`src/rtl/core/srf_pkg.sv`:
```
// shared types and constants of the substring removal filter
// no dependencies
`default_nettype none

package srf_pkg;

    localparam int BYTE_W      = 8;
    localparam int LEN_W       = 4;
    localparam int CFG_INDEX_W = 4;
    localparam int CFG_DATA_W  = 64;

    localparam logic [CFG_INDEX_W-1:0] CFG_PATTERN_BYTES  = CFG_INDEX_W'(0);
    localparam logic [CFG_INDEX_W-1:0] CFG_PATTERN_LENGTH = CFG_INDEX_W'(1);

    typedef enum logic [1:0] {
        ST_IDLE,
        ST_SHRINK,
        ST_FLUSH
    } state_t;

    typedef struct packed {
        logic load;
        logic shift;
    } cell_ctrl_t;

    typedef struct packed {
        logic [BYTE_W-1:0] out_byte;
        logic              out_valid;
        logic              out_last;
        logic              none_removed;
    } result_t;

endpackage

`default_nettype wire

```
`src/rtl/core/srf_cell.sv`:
```
// one window cell: holds a byte, takes a new byte or its neighbor's byte
// depends on srf_pkg
`default_nettype none

module srf_cell
    import srf_pkg::*;
(
    input  wire logic              clk,
    input  wire cell_ctrl_t        ctrl,
    input  wire logic [BYTE_W-1:0] new_byte,
    input  wire logic [BYTE_W-1:0] right_view,
    input  wire logic [BYTE_W-1:0] pat_byte,
    output logic      [BYTE_W-1:0] view,
    output logic                   eq
);

    logic [BYTE_W-1:0] data_reg;
    logic [BYTE_W-1:0] data_next;

    assign view      = ctrl.load ? new_byte : data_reg;
    assign eq        = (view == pat_byte);
    assign data_next = ctrl.shift ? right_view : view;

    always_ff @(posedge clk)
    begin
        data_reg <= data_next;
    end

endmodule

`default_nettype wire

```
`config.mk`:
```
export PLATFORM = sky130hd
export DESIGN_NAME = srf_cell
export DESIGN_NICKNAME = d
export VERILOG_FILES = /design/src/rtl/core/srf_pkg.sv /design/src/rtl/core/srf_cell.sv
export SDC_FILE = /design/constraint.sdc
export NUM_CORES = 1
export LEC_CHECK = 0
export BUFFER_PORTS_ARGS = -buffer_cell sky130_fd_sc_hd__buf_2
export CORE_MARGIN = 4
export CORE_UTILIZATION = 35
export CTS_BUF_LIST = sky130_fd_sc_hd__clkbuf_2 sky130_fd_sc_hd__clkbuf_4 sky130_fd_sc_hd__clkbuf_8
export DETAILED_ROUTE_END_ITERATION = 10
export GPL_TIMING_DRIVEN = 0
export PLACE_DENSITY = 0.71
export SYNTH_ARGS = -nofsm -noshare
export SYNTH_HDL_FRONTEND = slang
export SYNTH_SLANG_ARGS = --single-unit
```
`constraint.sdc`:
```
create_clock -name clk -period 2.5 [get_ports clk]
set_input_delay 0.75 -clock clk [delete_from_list [all_inputs] [get_ports clk]]
set_output_delay 0.75 -clock clk [all_outputs]
set_load 0.05 [all_outputs]
```
==> impl_metrics.py <==
metrics = {
    "timing": {
        "skew_ns": 0,
        "maxSlewViolCount": 0,
        "setup_tns_ns": -0.0482,
        "tightest_slew_ns": 0.439,
        "finalHoldViolations": 0,
        "final.min_clock_period_ns": 2.55,
        "finalSetupViolCount": 1,
        "period_share_pct": 102,
        "fin_ws_ns": -0.0482,
        "slew_headroom_pct": 70.7,
        "hold_ws_ns": 0.619,
        "rsz0062_at_grt": "true",
        "fmax_mhz": 392,
    },
    "clock_tree": {
        "clk_pin_slew_worst_paths_ns": 0.05,
        "ctsHoldBuffers": 0,
        "cts_tree": "done",
        "cts_buffers": 3,
        "insertion_delay_ns": 0.25,
        "ctsHtreeMaxLevel": 1,
        "cts_root_buf": "clkbuf_4",
        "max-clock-path-buffers": 2,
        "clock-sinks": 8,
    },
    "route": {
        "ant_nets": 0,
        "first_pass_iters": 2,
        "num_vias": 415,
        "drcViolationCount": 0,
        "wl_mm": 1.12,
        "drt_iter0_markers": 5,
        "via_per_inst": 4.66,
        "wl_per_cell_um": 12.6,
    },
    "layout": {
        "final_common_cell": "buf_2",
        "postLayoutCellArea_um2": 764,
        "nets": 103,
        "final-instance-count-excl-fill": 89,
        "largest_register_ffs": 8,
        "layout_common_cells": "buf_2, mux2_4, mux2_2, dfxtp_1, xnor2_2",
        "diodes": 0,
        "drive_gt1_share_pct": 83.8,
        "syn_to_final_growth_pct": 59.5,
    },
    "power": {
        "p_int_mw": 0.279,
        "swShare_pct": 33.8,
        "power_switching_mw": 0.143,
        "vdd.ir_drop.worst_mv": 0.279,
        "cellPowerDensity_nw_per_um2": 552,
        "combPwrFrac_pct": 41.8,
        "p_seq_share_pct": 34.3,
        "p_leak_nw": 0.385,
        "power.share.clock_pct": 24.0,
    },
    "synth": {
        "syn_inst": 37,
        "yosysWarnings": 0,
        "synth-simple-area-share_pct": 3.39,
        "muxShareOfSynthArea_pct": 43.9,
        "syn_area_um2": 479,
        "ys_seq_area_share_pct": 33.4,
        "synthXorXnorAreaFrac_pct": 16.2,
        "ys_ff_latch": 8,
        "synth-compound-area-share_pct": 0,
        "syn-num-nets": 64,
        "synthAdderAreaFrac_pct": 0,
        "synth_top_family_by_area": "multiplexers",
        "synth.avg_cell_area_um2": 13.0,
        "synth.distinct_cells": 9,
    },
    "place": {
        "gp_congestion": 0.671,
        "place_area_um2": 671,
        "portBuffers": 33,
        "dpl.hpwl_um": 873,
        "dp.cells": 85,
    },
    "global_routing": {
        "grt.met1_usage_pct": 14.4,
        "grt_max_degree": 9,
        "use_met3_pct": 4.38,
        "grt_overflow": 0,
        "grt_pass1_vias": 456,
        "met2_usage_pct": 20.6,
        "top_usage_layer": "met2",
        "track_usage_pct": 12.7,
        "grt_pass1_wl_mm": 1.77,
        "antenna_found_initial": 0,
    },
    "worst_hold_path": {
        "hold_path.class": "reg -> reg",
        "min_from": "data_reg[5]",
        "worstHoldEndpoint": "data_reg[5]",
        "holdPathStages": 2,
    },
    "setup_path": {
        "reg2reg_setup_slack_ns": 1.43,
        "r2r-end": "data_reg[0]",
        "start_kind": "input pin",
        "rr_worst_depth": 3,
        "cp_data_required_time_ns": 1.75,
        "crit_type": "in -> out",
        "cp_max_fo": 8,
        "cp-end-kind": "primary output",
        "crit_arrival_ns": 1.80,
        "r2r-start": "data_reg[0]",
    },
    "floorplan": {
        "ios": 36,
        "fp.dieH_um": 45,
        "coreArea_um2": 1300,
        "die_x_um": 45,
        "dieArea_um2": 2030,
        "initial_core_util_pct": 36.8,
        "row_count": 13,
    },
    "run": {
        "cap_violations": 0,
    },
    "run_status": {
        "failed_checks": "setup timing",
        "run_status": "complete, but fails checks",
    },
}
==> layer usage <==
layer  share of wire, %  up-vias
met5                  0        -
met1                 37      187
met2                 52       22
met3                 10        2
met4                1.2        0
li1                   -      204
==> cells in the mapped netlist <==
library cell  number  area (µm²)
buf_6              1        11.3
clkbuf_1           1        3.75
dfxtp_1            8         160
mux2_2             8        90.1
mux2_4             8         120
nand4_1            2        12.5
nor2_1             1        3.75
xnor2_1            7        61.3
xnor2_2            1        16.3
==> what timing repair did <==
item / CTS / global route
pin swaps: 3 / 1
hold endpoints to repair: 0 / 0
resized for setup: 9 / 2
setup buffers: 1 / 0
endpoints found under the setup margin: 1 / 1
==> stage by stage <==
step / power, mW / setup WS (ns) / utilization, %
6_report: 0.422 / -0.0482 / 58.8
3_3_place_gp: 0.303 / -0.202 / 51.5
5_1_grt: 0.451 / -0.139 / 58.8
2_1_floorplan: 0.268 / -0.138 / -
4_1_cts: 0.425 / -0.0297 / 57.9
3_5_place_dp: 0.306 / -0.190 / 51.5
==> logic make-up (layout without fill, tap and decap cells) <==
logic type             after synthesis  after routing
multiplexers                        16             16
XOR/XNOR                             8              8
flip-flops                           8              8
AND/OR/NAND/NOR                      3              3
buffers and inverters                2             39
==> area by class of cell <==
class | instances | area (µm²)
Fill cell | 123 | 537
Multi-Input combinational cell | 27 | 357
Timing Repair Buffer | 34 | 183
Sequential cell | 8 | 160
Buffer | 2 | 23.8
Clock buffer | 3 | 22.5
Tap cell | 15 | 18.8
==> power by group through the flow <==
stage	clock network, mW	registers [mW]	logic [mW]
after floorplan	0	0.146	0.121
after global placement	0	0.147	0.157
after detailed placement	0	0.148	0.158
after CTS	0.106	0.145	0.175
after global routing	0.117	0.146	0.188
final	0.101	0.145	0.176
==> how the worst max path moves through the flow <==
stage,start,to,slack [ns],cells after the start
floorplan,ctrl[1],eq,-0.14,5
global placement,ctrl[1],eq,-0.20,6
detailed placement,ctrl[1],eq,-0.19,6
CTS,ctrl[1],eq,-0.03,6
global route,ctrl[1],eq,-0.14,6
finish,ctrl[1],eq,-0.05,6
==> critical path: stages <==
cell and delay, ns:
buf_12 0.12, mux2_4 0.32, xnor2_2 0.13, nand4_1 0.16, nor2_4 0.16, buf_8 0.15
(Power assumes the default switching activity.)
